### src/hdl/assert_macros.svh
// Assertion helpers shared by the RTL. Clock is clk, reset is rst in every user.
`ifndef ASSERT_MACROS_SVH
`define ASSERT_MACROS_SVH

// Condition that must hold at every edge outside reset.
`define B64_CHECK(label, cond, msg) \
  label: assert property (@(posedge clk) disable iff (rst) (cond)) else $error(msg);

// Implication checked in the same cycle.
`define B64_IMPLY(label, ante, cons, msg) \
  label: assert property (@(posedge clk) disable iff (rst) (ante) |-> (cons)) else $error(msg);

`endif

### src/hdl/b64sd_pkg.sv
`timescale 1ns / 1ps

package b64sd_pkg;

  localparam logic [7:0] PadChar = 8'h3D;

  localparam int FifoDepth = 4;
  localparam int FifoAw    = $clog2(FifoDepth);

  typedef struct packed {
    logic       ok;
    logic [5:0] val;
  } sextet_t;

  // One unit of work for the back end: a finished quad or an error beat.
  typedef struct packed {
    logic        is_err;
    logic [23:0] word;
    logic        keep_mid;
    logic        keep_last;
    logic        eot;
  } cmd_t;

  function automatic sextet_t sextet_of(input logic [7:0] ch);
    sextet_t r;
    r.ok  = 1'b1;
    r.val = 6'd0;
    if (ch >= 8'h41 && ch <= 8'h5A) begin
      r.val = 6'(ch - 8'h41);
    end else if (ch >= 8'h61 && ch <= 8'h7A) begin
      r.val = 6'(ch - 8'h61 + 8'd26);
    end else if (ch >= 8'h30 && ch <= 8'h39) begin
      r.val = 6'(ch - 8'h30 + 8'd52);
    end else if (ch == 8'h2B) begin
      r.val = 6'd62;
    end else if (ch == 8'h2F) begin
      r.val = 6'd63;
    end else begin
      r.ok = 1'b0;
    end
    return r;
  endfunction

endpackage

### src/hdl/b64sd_front.sv
`timescale 1ns / 1ps
`include "assert_macros.svh"

module b64sd_front (
  input  logic              clk,
  input  logic              rst,
  input  logic              in_valid,
  output logic              in_stall,
  input  logic [7:0]        char_code,
  input  logic              end_of_text,
  input  logic              full,
  output logic              push,
  output b64sd_pkg::cmd_t   cmd
);
  import b64sd_pkg::*;

  logic [17:0] sextet_hold, sextet_hold_next;
  logic [1:0]  quad_position, quad_position_next;
  logic        third_was_pad, third_was_pad_next;
  logic        discarding, discarding_next;

  logic    accept;
  logic    pad;
  logic    char_ok;
  sextet_t sx;
  logic [5:0] cur_val;

  assign in_stall = full;
  assign accept   = in_valid && !full;
  assign pad      = (char_code == PadChar);
  assign sx       = sextet_of(char_code);
  // '=' is legal only in the third or fourth slot
  assign char_ok  = sx.ok || (pad && quad_position[1]);
  assign cur_val  = pad ? 6'd0 : sx.val;

  always_comb begin
    sextet_hold_next   = sextet_hold;
    quad_position_next = quad_position;
    third_was_pad_next = third_was_pad;
    discarding_next    = discarding;
    push               = 1'b0;
    cmd.is_err         = 1'b0;
    cmd.word           = {sextet_hold, cur_val};
    cmd.keep_mid       = !third_was_pad;
    cmd.keep_last      = !pad;
    cmd.eot            = end_of_text;
    if (accept) begin
      if (discarding) begin
        if (end_of_text) begin
          sextet_hold_next   = '0;
          quad_position_next = '0;
          third_was_pad_next = 1'b0;
          discarding_next    = 1'b0;
        end
      end else if (!char_ok) begin
        push               = 1'b1;
        cmd.is_err         = 1'b1;
        sextet_hold_next   = '0;
        quad_position_next = '0;
        third_was_pad_next = 1'b0;
        discarding_next    = !end_of_text;
      end else if (quad_position == 2'd3) begin
        push               = 1'b1;
        sextet_hold_next   = '0;
        quad_position_next = '0;
        third_was_pad_next = 1'b0;
      end else begin
        sextet_hold_next   = {sextet_hold[11:0], cur_val};
        quad_position_next = quad_position + 2'd1;
        if (quad_position == 2'd2) begin
          third_was_pad_next = pad;
        end
        // short message: end flag before the quad is complete
        if (end_of_text) begin
          push               = 1'b1;
          cmd.is_err         = 1'b1;
          sextet_hold_next   = '0;
          quad_position_next = '0;
          third_was_pad_next = 1'b0;
        end
      end
    end
  end

  always_ff @(posedge clk) begin
    if (rst) begin
      sextet_hold   <= '0;
      quad_position <= '0;
      third_was_pad <= 1'b0;
      discarding    <= 1'b0;
    end else begin
      sextet_hold   <= sextet_hold_next;
      quad_position <= quad_position_next;
      third_was_pad <= third_was_pad_next;
      discarding    <= discarding_next;
    end
  end

  `B64_IMPLY(a_no_push_when_discarding, discarding, !push, "beat issued while discarding")
  `B64_IMPLY(a_no_push_when_full, full, !push, "push into full queue")

endmodule

### src/hdl/b64sd_fifo.sv
`timescale 1ns / 1ps
`include "assert_macros.svh"

module b64sd_fifo (
  input  logic            clk,
  input  logic            rst,
  input  logic            push,
  input  b64sd_pkg::cmd_t wr_cmd,
  output logic            full,
  input  logic            pop,
  output b64sd_pkg::cmd_t rd_cmd,
  output logic            empty
);
  import b64sd_pkg::*;

  cmd_t              mem [FifoDepth];
  logic [FifoAw-1:0] wr_ptr;
  logic [FifoAw-1:0] rd_ptr;
  logic [FifoAw:0]   count;

  assign full   = (count == (FifoAw+1)'(FifoDepth));
  assign empty  = (count == '0);
  assign rd_cmd = mem[rd_ptr];

  always_ff @(posedge clk) begin
    if (push) begin
      mem[wr_ptr] <= wr_cmd;
    end
  end

  always_ff @(posedge clk) begin
    if (rst) begin
      wr_ptr <= '0;
      rd_ptr <= '0;
      count  <= '0;
    end else begin
      if (push) begin
        wr_ptr <= wr_ptr + 1'b1;
      end
      if (pop) begin
        rd_ptr <= rd_ptr + 1'b1;
      end
      count <= count + (FifoAw+1)'(push) - (FifoAw+1)'(pop);
    end
  end

  `B64_CHECK(a_count_bound, count <= (FifoAw+1)'(FifoDepth), "queue count overflow")
  `B64_IMPLY(a_pop_nonempty, pop, !empty, "pop from empty queue")

endmodule

### src/hdl/b64sd_back.sv
`timescale 1ns / 1ps
`include "assert_macros.svh"

module b64sd_back (
  input  logic            clk,
  input  logic            rst,
  input  b64sd_pkg::cmd_t head,
  input  logic            empty,
  output logic            pop,
  output logic            out_valid,
  input  logic            out_stall,
  output logic [7:0]      data_byte,
  output logic            error,
  output logic            last
);
  import b64sd_pkg::*;

  localparam logic [1:0] StepHi  = 2'd0;
  localparam logic [1:0] StepMid = 2'd1;
  localparam logic [1:0] StepLo  = 2'd2;

  logic [1:0] step, step_next;
  logic [7:0] beat_byte;
  logic       done;
  logic       advance;
  logic       load;

  always_comb begin
    beat_byte = 8'd0;
    done      = 1'b1;
    step_next = StepHi;
    if (!head.is_err) begin
      unique case (step)
        StepHi: begin
          beat_byte = head.word[23:16];
          if (head.keep_mid) begin
            done      = 1'b0;
            step_next = StepMid;
          end else if (head.keep_last) begin
            done      = 1'b0;
            step_next = StepLo;
          end
        end
        StepMid: begin
          beat_byte = head.word[15:8];
          if (head.keep_last) begin
            done      = 1'b0;
            step_next = StepLo;
          end
        end
        default: begin
          beat_byte = head.word[7:0];
        end
      endcase
    end
  end

  assign advance = !out_valid || !out_stall;
  assign load    = advance && !empty;
  assign pop     = load && done;

  always_ff @(posedge clk) begin
    if (rst) begin
      out_valid <= 1'b0;
      step      <= StepHi;
    end else if (advance) begin
      out_valid <= !empty;
      if (!empty) begin
        step <= done ? StepHi : step_next;
      end
    end
  end

  always_ff @(posedge clk) begin
    if (load) begin
      data_byte <= beat_byte;
      error     <= head.is_err;
      last      <= head.is_err || (head.eot && done);
    end
  end

  `B64_IMPLY(a_err_beat_form, out_valid && error, last && (data_byte == 8'd0), "bad error beat")

endmodule

### src/hdl/base64_stream_decoder_top.sv
// Base64 decoder, one character beat accepted per cycle when the queue has room.
// A quad's first byte is written into the queue when its fourth character is
// accepted, then registered at the output; further bytes of the quad follow
// one per cycle while out_stall is low, at most 3 bytes per quad in all.
// Reset (rst, synchronous): clears quad state, discard flag, queue and out_valid.
`timescale 1ns / 1ps

module base64_stream_decoder_top (
  input  logic       clk,
  input  logic       rst,
  input  logic       in_valid,
  output logic       in_stall,
  input  logic [7:0] char_code,
  input  logic       end_of_text,
  output logic       out_valid,
  input  logic       out_stall,
  output logic [7:0] data_byte,
  output logic       error,
  output logic       last
);
  import b64sd_pkg::*;

  logic push;
  logic pop;
  logic full;
  logic empty;
  cmd_t wr_cmd;
  cmd_t rd_cmd;

  b64sd_front u_front (
    .clk         (clk),
    .rst         (rst),
    .in_valid    (in_valid),
    .in_stall    (in_stall),
    .char_code   (char_code),
    .end_of_text (end_of_text),
    .full        (full),
    .push        (push),
    .cmd         (wr_cmd)
  );

  b64sd_fifo u_fifo (
    .clk    (clk),
    .rst    (rst),
    .push   (push),
    .wr_cmd (wr_cmd),
    .full   (full),
    .pop    (pop),
    .rd_cmd (rd_cmd),
    .empty  (empty)
  );

  b64sd_back u_back (
    .clk       (clk),
    .rst       (rst),
    .head      (rd_cmd),
    .empty     (empty),
    .pop       (pop),
    .out_valid (out_valid),
    .out_stall (out_stall),
    .data_byte (data_byte),
    .error     (error),
    .last      (last)
  );

endmodule

### config.mk
export PLATFORM = sky130hd
export DESIGN_NAME = base64_stream_decoder_top
export DESIGN_NICKNAME = d
export VERILOG_FILES = /design/src/hdl/b64sd_pkg.sv /design/src/hdl/b64sd_front.sv /design/src/hdl/b64sd_fifo.sv /design/src/hdl/b64sd_back.sv /design/src/hdl/base64_stream_decoder_top.sv
export VERILOG_INCLUDE_DIRS = /design/src /design/src/hdl
export SDC_FILE = /design/constraint.sdc
export NUM_CORES = 1
export LEC_CHECK = 0
export ABC_AREA = 1
export ABC_CLOCK_PERIOD_IN_PS = 9800
export BUFFER_PORTS_ARGS = -buffer_cell sky130_fd_sc_hd__buf_2
export CORE_MARGIN = 2
export CORE_UTILIZATION = 40
export DETAILED_ROUTE_END_ITERATION = 10
export GPL_ROUTABILITY_DRIVEN = 0
export MAX_ROUTING_LAYER = met4
export PLACE_DENSITY = 0.59
export SYNTH_ARGS = -nofsm -noshare
export SYNTH_HDL_FRONTEND = slang
export SYNTH_SLANG_ARGS = --single-unit
### constraint.sdc
create_clock -name clk -period 9.8 [get_ports clk]
set_input_delay 0.98 -clock clk [delete_from_list [all_inputs] [get_ports clk]]
set_output_delay 0.98 -clock clk [all_outputs]
set_load 0.05 [all_outputs]
* Word-level counts from Yosys, hierarchy flattened
Memory sizes are Yosys's and may differ from the RTL's. A register that Yosys moved wholly into a read port is not among the register bits.
Index checks and enable logic that the tools add are counted.
** Word-level totals
- Register bits after elaboration :: 42
- RAM bits :: 112
- Bits of input ports :: 13
- Output and inout port bits :: 12
- Logic and storage cells :: 115
- Memories kept :: 1
** Operators by class
- $add $sub $neg :: 10
- $lt $le $gt $ge :: 6
- Eq/ne operators :: 9
- Mux-type cells :: 53
- Bitwise operators :: 1
- Reductions and logical operators :: 23
** Memories
- u_fifo.mem :: words 4, width 28, read ports 1, clocked after memory_dff 1, wr ports 1, line b64sd_fifo.sv:16 : cmd_t mem [FifoDepth];
** Operators with widths (number)
- 18-bit two-way mux :: 5
- 6-bit two-way mux :: 6
- 1-bit two-way mux :: 28
- 8-bit by 6-bit == test with 1-bit output (second input constant) :: 3
- 2-bit two-way mux :: 11
- 8-bit by 7-bit greater-or-equal comparator with 1-bit output (second input constant) :: 2
- 8-bit by 7-bit less-or-equal comparator with 1-bit output (second input constant) :: 2
- 8-bit case mux with 2 select lines :: 1
- 6-bit subtractor (second input constant) :: 2
- 8-bit by 6-bit greater-or-equal comparator with 1-bit output (second input constant) :: 1
- 8-bit by 6-bit less-or-equal comparator with 1-bit output (second input constant) :: 1
- 1-bit logical AND :: 8
- 1-bit logical NOT :: 7
- 2-bit by 1-bit adder with 2-bit output (second input constant) :: 3
- 6-bit by 5-bit adder with 6-bit output (second input constant) :: 1
- 6-bit adder (second input constant) :: 1
- 6-bit by 1-bit subtractor with 6-bit output (second input constant) :: 1
- 2-bit == test (second input constant) :: 2
- 4-bit inequality test (second input constant) :: 1
- 2-bit case mux with 2 select lines :: 1
- 2-bit AND reduction :: 2
- 3-bit by 1-bit adder with 3-bit output :: 1
- 3-bit == test (second input constant) :: 1
- 3-bit logical NOT :: 1
- other kinds (8) :: 10

* Logic depth before layout (Yosys ltp)
Gate-level depths: netlist of run 1.
- Depth in word-level cells :: 12
- Mapped depth :: 19
- Mapped depth without buffers :: 19

* Modules after synthesis
A second synthesis of run 1 with hierarchy kept.
** Second synthesis, totals
- Cells, all modules :: 743
- Area total of the unflattened synthesis :: 7309.5 µm²
** Modules (own cells, without submodules)
- b64sd_fifo :: instances 1, cells each 382, area an instance 4820.9 µm², seq. area each 3543.4 µm²
- b64sd_front :: instances 1, cells each 270, area an instance 1794.2 µm², seq. area each 440.4 µm²
- b64sd_back :: instances 1, cells each 91, area an instance 694.4 µm², seq. area each 360.3 µm²

* Least setup slack after synthesis of run 1
Ideal clock, no wire load.
- Path type :: input-to-reg
- Start :: input port char_code[2]
- End :: memory u_fifo.mem[0][0] in the netlist's numbering (enable)
- Setup time :: 0.413 ns
- Arrival :: 3.439 ns
- Required time :: 9.387 ns
- Slack :: 5.948 ns
- Stages on the path :: 12
- Path buffers :: 1
- Cells stage by stage :: buf_2 inv_1 ha_1 nand2_1 inv_1 o21ai_1 nand2_2 nor2_2 nand3_4 nand2_2 nand2_4 nor2_1
** On the way
- Cells in the longest elaborated chain, start to end :: 12
- Elaborated cells between the ends (all ways) :: 24
- Classes of those cells :: order compare: 6; eq/ne: 3; mux: 10; reduce/logical: 5
** Ends and longest elaborated chain
- start, declared :: line base64_stream_decoder_top.sv:13 : input logic [7:0] char_code,
- branches (longest 6 deep; another with 8-bit by 6-bit greater-or-equal comparator with 1-bit output)
- 1-bit logical OR (*) :: line b64sd_front.sv:33 : assign char_ok = sx.ok || (pad && quad_position[1]);
- 1-bit two-way mux (*) :: line b64sd_front.sv:55 : end else if (!char_ok) begin
- 1-bit two-way mux (*) :: line b64sd_front.sv:48 : if (discarding) begin
- 1-bit two-way mux (*) :: line b64sd_front.sv:47 : if (accept) begin
- 1-bit two-way mux (*) :: line b64sd_fifo.sv:26 : if (push) begin
- 1-bit two-way mux (not written as such) (*) :: line b64sd_fifo.sv:27 : mem[wr_ptr] <= wr_cmd;
- end, declared :: line b64sd_fifo.sv:16
Every way passes the cells marked *.

==> results of run 1 <==
kinds of logic after synthesis:
family,synth area share [%]
AND/OR/NAND/NOR,18.24
XOR/XNOR,0.9935
buffers and inverters,6.120
adder cells (fa/ha/maj),3.300
AO/OA/AOI/OAI,9.757
flip-flops,61.59
per-layer routing:
metal | track usage [%] | wire length [um]
met1 | 23.50 | 7101
met2 | 29.31 | 7699
met3 | 3.111 | 568
met4 | 6.243 | 182
met5 | - | 0
tightest hold or removal path, delay by kind of cell, from the launching register on:
kind	cells	cell delay, ns
flip-flops	1	0.32
AND/OR/NAND/NOR	1	0.06
AO/OA/AOI/OAI	1	0.07
state kept, by name, indices dropped and copies added, names as in the netlist, 2 cells and up, named ones only:
name	flops
u_back.data_byte	8
u_back.step	2
u_fifo.count	3
u_fifo.mem	112
u_fifo.rd_ptr	2
u_fifo.wr_ptr	2
u_front.quad_position	2
u_front.sextet_hold	18
final cells by class:
class                           instances  share of cell area [%]
Sequential cell                       156                   54.95
Inverter                               73                   3.530
Clock inverter                         15                   1.361
Clock buffer                           17                   5.381
Tap cell                              225                   3.561
Timing Repair Buffer                   32                   2.279
Multi-Input combinational cell        446                   28.93
worst paths after layout:
check	from	endpoint
max	flip-flop	u_fifo.count[2]
min reg2reg	u_fifo.rd_ptr[1]	u_fifo.rd_ptr[1]
max reg2reg	flip-flop	u_fifo.count[2]
min	u_fifo.rd_ptr[1]	u_fifo.rd_ptr[1]
power by group:
group	switching, uW	internal, uW	total, uW	leakage [uW]
Clock	251	342	593	0.000259
Combinational	467	163	630	0.00145
Sequential	25.6	813	839	0.00140
layout by cell type, fill, tap and decap left out, types with 2 or more instances in the layout:
| cell type | netlist | layout |
|---|---|---|
| o21ai_0 | 63 | 62 |
| clkinv_2 | 0 | 8 |
| nand3_1 | 31 | 31 |
| xor2_1 | 7 | 7 |
| nand4_1 | 16 | 16 |
| nand2_4 | 3 | 3 |
| o21ai_1 | 7 | 8 |
| nand2_1 | 119 | 119 |
| nand2_2 | 10 | 10 |
| nand3_2 | 2 | 2 |
| nor2_1 | 103 | 99 |
| buf_2 | 8 | 24 |
| dfxtp_1 | 34 | 34 |
| edfxtp_1 | 122 | 122 |
| clkinv_1 | 0 | 2 |
| nor2_4 | 2 | 2 |
| nor2_2 | 3 | 7 |
| inv_1 | 64 | 64 |
| a21oi_1 | 28 | 28 |
| o22ai_1 | 24 | 24 |
| clkbuf_16 | 0 | 17 |
| inv_4 | 2 | 2 |
| inv_2 | 7 | 7 |
| ha_1 | 17 | 17 |
| buf_4 | 3 | 8 |
| clkinvlp_4 | 0 | 4 |
per-stage QoR:
| step | instance area (um2) | total power, uW | hold slack, ns | utilization (%) | setup WS, ns |
|---|---|---|---|---|---|
| final | 7905 | 2061 | 0.5076 | 45.70 | 6.227 |
| after global routing | 7905 | 2181 | 0.5282 | 45.70 | 5.888 |
| after CTS | 7905 | 2079 | 0.5070 | 45.70 | 6.192 |
| after detailed placement | 7372 | 1489 | 0.4982 | 42.62 | 5.928 |
| after global placement | 7372 | 1474 | 0.4820 | 42.62 | 6.035 |
| after floorplan | 7053 | 1319 | 0.4605 | - | 5.948 |
==> results.md, run 1 <==
* Most numerous cell in the Yosys netlist: edfxtp_1
* DIE HEIGHT at between 100 and 150 um
* IO buf count at 24
* Largest net degree at the start of global routing at 58
* Multi-input logic area at 2287 um2
* Yosys cell types at 35
* Status: complete, no violations
* # rows at 48
* Resize count post-CTS at 0
* Avg Inst Size Synth at 9.990 um2
* Cell Area, Synth at a little over 7000 um2
* Delay-heaviest family, CP: buffers and inverters
* Synth top area share at 51.94%
* Synth area leaders: edfxtp_1 52%, dfxtp_1 9.7%, nand2_1 6.3%, nor2_1 5.5%, o21ai_0 4.5%
* WS Path Type: flip-flop to flip-flop
* Initial antenna violation count at 0
* Boundary Pins at 25
* CP peak stage delay at 0.76 ns
* Unrepaired setup endpoints after global routing: false
* Buf+Inv Stages, Crit Path at 5
* GRT Residual Overflow at 0
* Filler cell count at 1637
* Post-CTS Setup Repair Bufs at 0
* CTS clk-pin slew, worst paths at 0.06 ns
* Initial Utilization at 40.78%
* Drt wl/cell at 16.13 um
* Final net count at 757
* Peak VDD IR at 169.9 uV
* Die area at ~19000 um2
* Via Count at 4928
* Post-synthesis register bit count at 156
* CP max FO at 57
* Slew Viols, Final at 0
* Lkg Pwr at 0.003103 uW
* Hold Path Depth at 2
* Most Frequent Cell on Critical Path: nand2_1
* CP required at slightly above 10 ns
* Post-synth net total at 737
* Critical Path AT at between 3 and 4 ns
* Clock Latency Late Sink at 0.42 ns
* Inserted Clock Buffers at 17
* Reg2reg path depth at 16
* # setup viols final at 0
* Cells after DPL at 932
* CP Depth at 16
* Kind of start point of the critical path: flip-flop
* CP Cell Sequence: buf_4 -> inv_2 -> o21ai_0 -> o21ai_1 -> nand2_1 -> nand2_1 -> nand2_1 -> nand2_1 -> inv_2 -> ha_1 -> inv_1 -> ha_1 -> fa_1 -> inv_1 -> o21ai_0 -> a21oi_1
* Cells after Synth at 706
* Core area at between 15000 and 20000 um2
* Sequential cell area at approximately 4300 um2
* FFs w/ async S/R, synth at 0%
* Die Wd at 136.8 um
* P&R area growth vs syn at 12.08%
* Slew HR at 25.85%
* Detailed Route Iter0 Violations at 360
* Hpwl dp at 9627 um
* DR DRC count at 0
* Final WL at ~16000 um
* Share of layout cells above drive strength 1 at 13.26%
* Worst hold-check path type: flip-flop to flip-flop
* Setup slack, reg-to-reg at 6.23 ns
* CTS tree: built
* First-pass GRT wire length at 25120 um
* Total GRT Usage at 18.24%
* Ys flop type: edfxtp_1
* Commonest cells in the netlist: 122 x edfxtp_1, 119 x nand2_1, 103 x nor2_1
* Clk_skew at between 0.005 and 0.006 ns
* Sequential cell area fraction in the yosys report at slightly above 60%
* Final non-filler cell total at 964
* Via-to-Cell Ratio at 5.112
* Root Driver: clkbuf_16
* Slew of the pin with the lowest slew margin at 1.108 ns
* Vias in the first global route at between 4000 and 5000
* Synth area leader: edfxtp_1
* Yosys warns at 0
* Crit path time final at about 3.6 ns
* Setup crit end kind: flip-flop
* DRT antenna net count at 0
* Slowest cell on crit path: inv_2
* Bufs on Longest Clock Path at 2
* Final Hold Viols at 0
* Number of diodes at 0
* Post-Route Setup TNS at 0 ns
* TritonCTS Sinks at 156
* Tcrit/Tclk final at 36.46%
* Power per Cell Area at 260.8 nW/um2
* Max-cap viol count at 0
* Clock H-tree levels at 4
* Max Freq at 279.9 MHz
* Number of synthesized flops with an enable pin at approximately 120
* Hold-fix buffers, CTS at 0
* DR pass1 iterations at 5
(Power assumes the default switching activity.)
==> run 2: changes to the inputs <==
Settings changed: ABC_CLOCK_PERIOD_IN_PS 9800 to 3500.
Clock period 9.8 ns to 3.5 ns, I/O delays scaled along.
==> run 2 against run 1 <==
  * Sequential cell count stayed put
  * Clock power grew to 3.0 times the previous value
  * Hold slack got worse by 0.26 ns
  * Sequential share of layout area shrank 0.59 points
  * Non-clock buffer count increased by 6
  * Critical path depth fell by 3
  * Clock skew increased by 0.0026 ns
  * Die area unchanged
  * Combinational power rose to 2.8 times the previous value
  * Core utilization up 0.50 points
  * Via count increased by 0.95%
==> results.md, run 2 (synthesis results as in run 1) <==
* Bufs on Longest Clock Path at 2 (unchanged)
* Die area at 18710 um2 (unchanged)
* Critical Path AT at 3.07 ns (was 3.93 ns)
* Status: complete, no violations (unchanged)
* Setup crit end kind: flip-flop (unchanged)
* Commonest cells after routing, fill and taps aside: 122 x edfxtp_1, 119 x nand2_1, 99 x nor2_1, 64 x inv_1, 62 x o21ai_0 (unchanged)
* Clock Latency Late Sink at 0.42 ns (about the same)
* Final Hold Viols at 0 (unchanged)
* Buf+Inv Stages, Crit Path at 5 (unchanged)
* Post-CTS Setup Repair Bufs at 0 (unchanged)
* Setup slack, reg-to-reg at 0.71 ns (was 6.23 ns)
* Hold_sp: end_of_text (was u_fifo.rd_ptr[1])
* Cells after DPL at 938 (was 932)
* Lkg Pwr at 0.003147 uW (was 0.003103 uW)
* Vias in the first global route at 4845 (was 4757)
* CP peak stage delay at 0.48 ns (was 0.76 ns)
* WL met2 at 7553 um (was 7699 um)
* Slew of the pin with the lowest slew margin at 0.8080 ns (was 1.108 ns)
* WL met1 at 7024 um (was 7101 um)
* Die Wd at 136.8 um (unchanged)
* CP max FO at 26 (was 57)
* Power per Cell Area at 740.4 nW/um2 (was 260.8 nW/um2)
* Hold Path Depth at 2 (unchanged)
* Most Frequent Cell on Critical Path: nand2_1 (unchanged)
* Final WL at 15530 um (was 15550 um)
* Hpwl dp at 9947 um (was 9627 um)
* CP required at 3.79 ns (was 10.16 ns)
* Boundary Pins at 25 (unchanged)
* Number of diodes at 0 (unchanged)
* Final non-filler cell total at 970 (was 964)
* Share of layout cells above drive strength 1 at 13.42% (was 13.26%)
* Final hold slack at 0.2488 ns (was 0.5076 ns)
* Post-Route Setup TNS at 0 ns (unchanged)
* Detailed Route Iter0 Violations at 410 (was 360)
* Clk_skew at 0.007946 ns (was 0.005335 ns)
* # setup viols final at 0 (unchanged)
* GRT Residual Overflow at 0 (unchanged)
* Largest Register: u_fifo.mem (unchanged)
* # rows at 48 (unchanged)
* Max-cap viol count at 0 (unchanged)
* Largest net degree at the start of global routing at 49 (was 58)
* DR DRC count at 0 (unchanged)
* TritonCTS Sinks at 156 (unchanged)
* Leading cell type in the layout, fill and taps excluded: edfxtp_1 (unchanged)
* Inserted Clock Buffers at 17 (unchanged)
* Via-to-Cell Ratio at 5.129 (was 5.112)
* Slowest cell on crit path: dfxtp_1 (was inv_2)
* Via Count at 4975 (was 4928)
* P&R area growth vs syn at 13.30% (was 12.08%)
* WS Path Type: flip-flop to flip-flop (unchanged)
* Final net count at 763 (was 757)
* Slew Viols, Final at 0 (unchanged)
* First-pass GRT wire length at 24580 um (was 25120 um)
* Crit path time final at 2.786 ns (was 3.573 ns)
* CTS tree: built (unchanged)
* Root Driver: clkbuf_16 (unchanged)
* Largest register FFs at 112 (unchanged)
* Hold-fix buffers, CTS at 0 (unchanged)
* Initial antenna violation count at 0 (unchanged)
* Slew HR at 45.94% (was 25.85%)
* Initial Utilization at 40.78% (unchanged)
* DRT antenna net count at 0 (unchanged)
* Core area at 17300 um2 (unchanged)
* Kind of start point of the critical path: flip-flop (unchanged)
* Unrepaired setup endpoints after global routing: false (unchanged)
* Uppermost layer routed: met4 (unchanged)
* Drt wl/cell at 16.01 um (was 16.13 um)
* DIE HEIGHT at 136.8 um (unchanged)
* DR pass1 iterations at 5 (unchanged)
* Sink of the worst hold path: u_front.discarding (was u_fifo.rd_ptr[1])
* IO buf count at 24 (unchanged)
* Total GRT Usage at 18.03% (was 18.24%)
* Delay-heaviest family, CP: adder cells (was buffers and inverters)
* CTS clk-pin slew, worst paths at 0.06 ns (about the same)
* Reg2reg end: u_fifo.count[1] (was u_fifo.count[2])
* CP Cell Sequence: buf_4 -> nand2_1 -> a32oi_2 -> inv_2 -> nand2_1 -> nand2_1 -> inv_2 -> ha_1 -> inv_1 -> ha_1 -> fa_1 -> inv_1 -> nor2_1 (was buf_4 -> inv_2 -> o21ai_0 -> o21ai_1 -> nand2_1 -> nand2_1 -> nand2_1 -> nand2_1 -> inv_2 -> ha_1 -> inv_1 -> ha_1 -> fa_1 -> inv_1 -> o21ai_0 -> a21oi_1)
* Top Registers: u_fifo.mem x112, u_front.sextet_hold x18, u_back.data_byte x8 (unchanged)
* Worst hold-check path type: input pin to flip-flop (was flip-flop to flip-flop)
* Resize count post-CTS at 0 (unchanged)
* Reg2reg path depth at 13 (was 16)
* Clock H-tree levels at 4 (unchanged)
* Peak VDD IR at 434.6 uV (was 169.9 uV)
* Met3 WL at 653 um (was 568 um)
* Max Freq at 359.0 MHz (was 279.9 MHz)
* Tcrit/Tclk final at 79.59% (was 36.46%)
-- run 2: worst max-delay path by stage --
stage                 start                 to  slack (ns)  cells past startpoint
5_1_grt           flip-flop    u_fifo.count[2]        0.48                     17
2_1_floorplan  char_code[2]  u_fifo.mem[2][10]        0.28                     12
3_5_place_dp   char_code[0]    u_fifo.count[2]        0.46                     19
3_3_place_gp   char_code[0]    u_fifo.count[2]        0.56                     19
4_1_cts           flip-flop    u_fifo.count[2]        0.69                     14
6_report          flip-flop    u_fifo.count[1]        0.71                     13
-- run 2: report_power, final --
group | total (uW) | leakage, uW | internal (uW) | switching [uW]
clock network | 1770 | 0.000275 | 1100 | 668
registers | 2370 | 0.00140 | 2280 | 88.6
logic | 1790 | 0.00147 | 483 | 1300
total | 5920 | 0.00315 | 3860 | 2060
-- run 2: metrics by stage --
| step | worst slack (ns) | utilization [%] | power (uW) | area, um2 |
|---|---|---|---|---|
| detailed placement | 0.4557 | 42.88 | 4199 | 7417 |
| global placement | 0.5591 | 42.88 | 4166 | 7417 |
| finish | 0.7144 | 46.20 | 5916 | 7991 |
| CTS | 0.6911 | 46.20 | 5968 | 7991 |
| global route | 0.4772 | 46.20 | 6230 | 7991 |
| floorplan | 0.2779 | - | 3692 | 7053 |
-- run 2: final cells by class --
cell class | count | area [um2]
fillers | 1603 | 9305
flip-flops and latches | 156 | 4344
multi-input cells | 446 | 2287
clock buffers | 24 | 481.7
well taps | 225 | 281.5
inverters | 73 | 279.0
repair buffers | 38 | 225.2
clock inverters | 8 | 92.59
-- run 2: routing by layer --
metal	vias to the layer above	GRT usage [%]
li1	2447	-
met1	2374	21.72
met2	129	29.69
met3	25	4.296
met4	0	6.472
met5	-	-
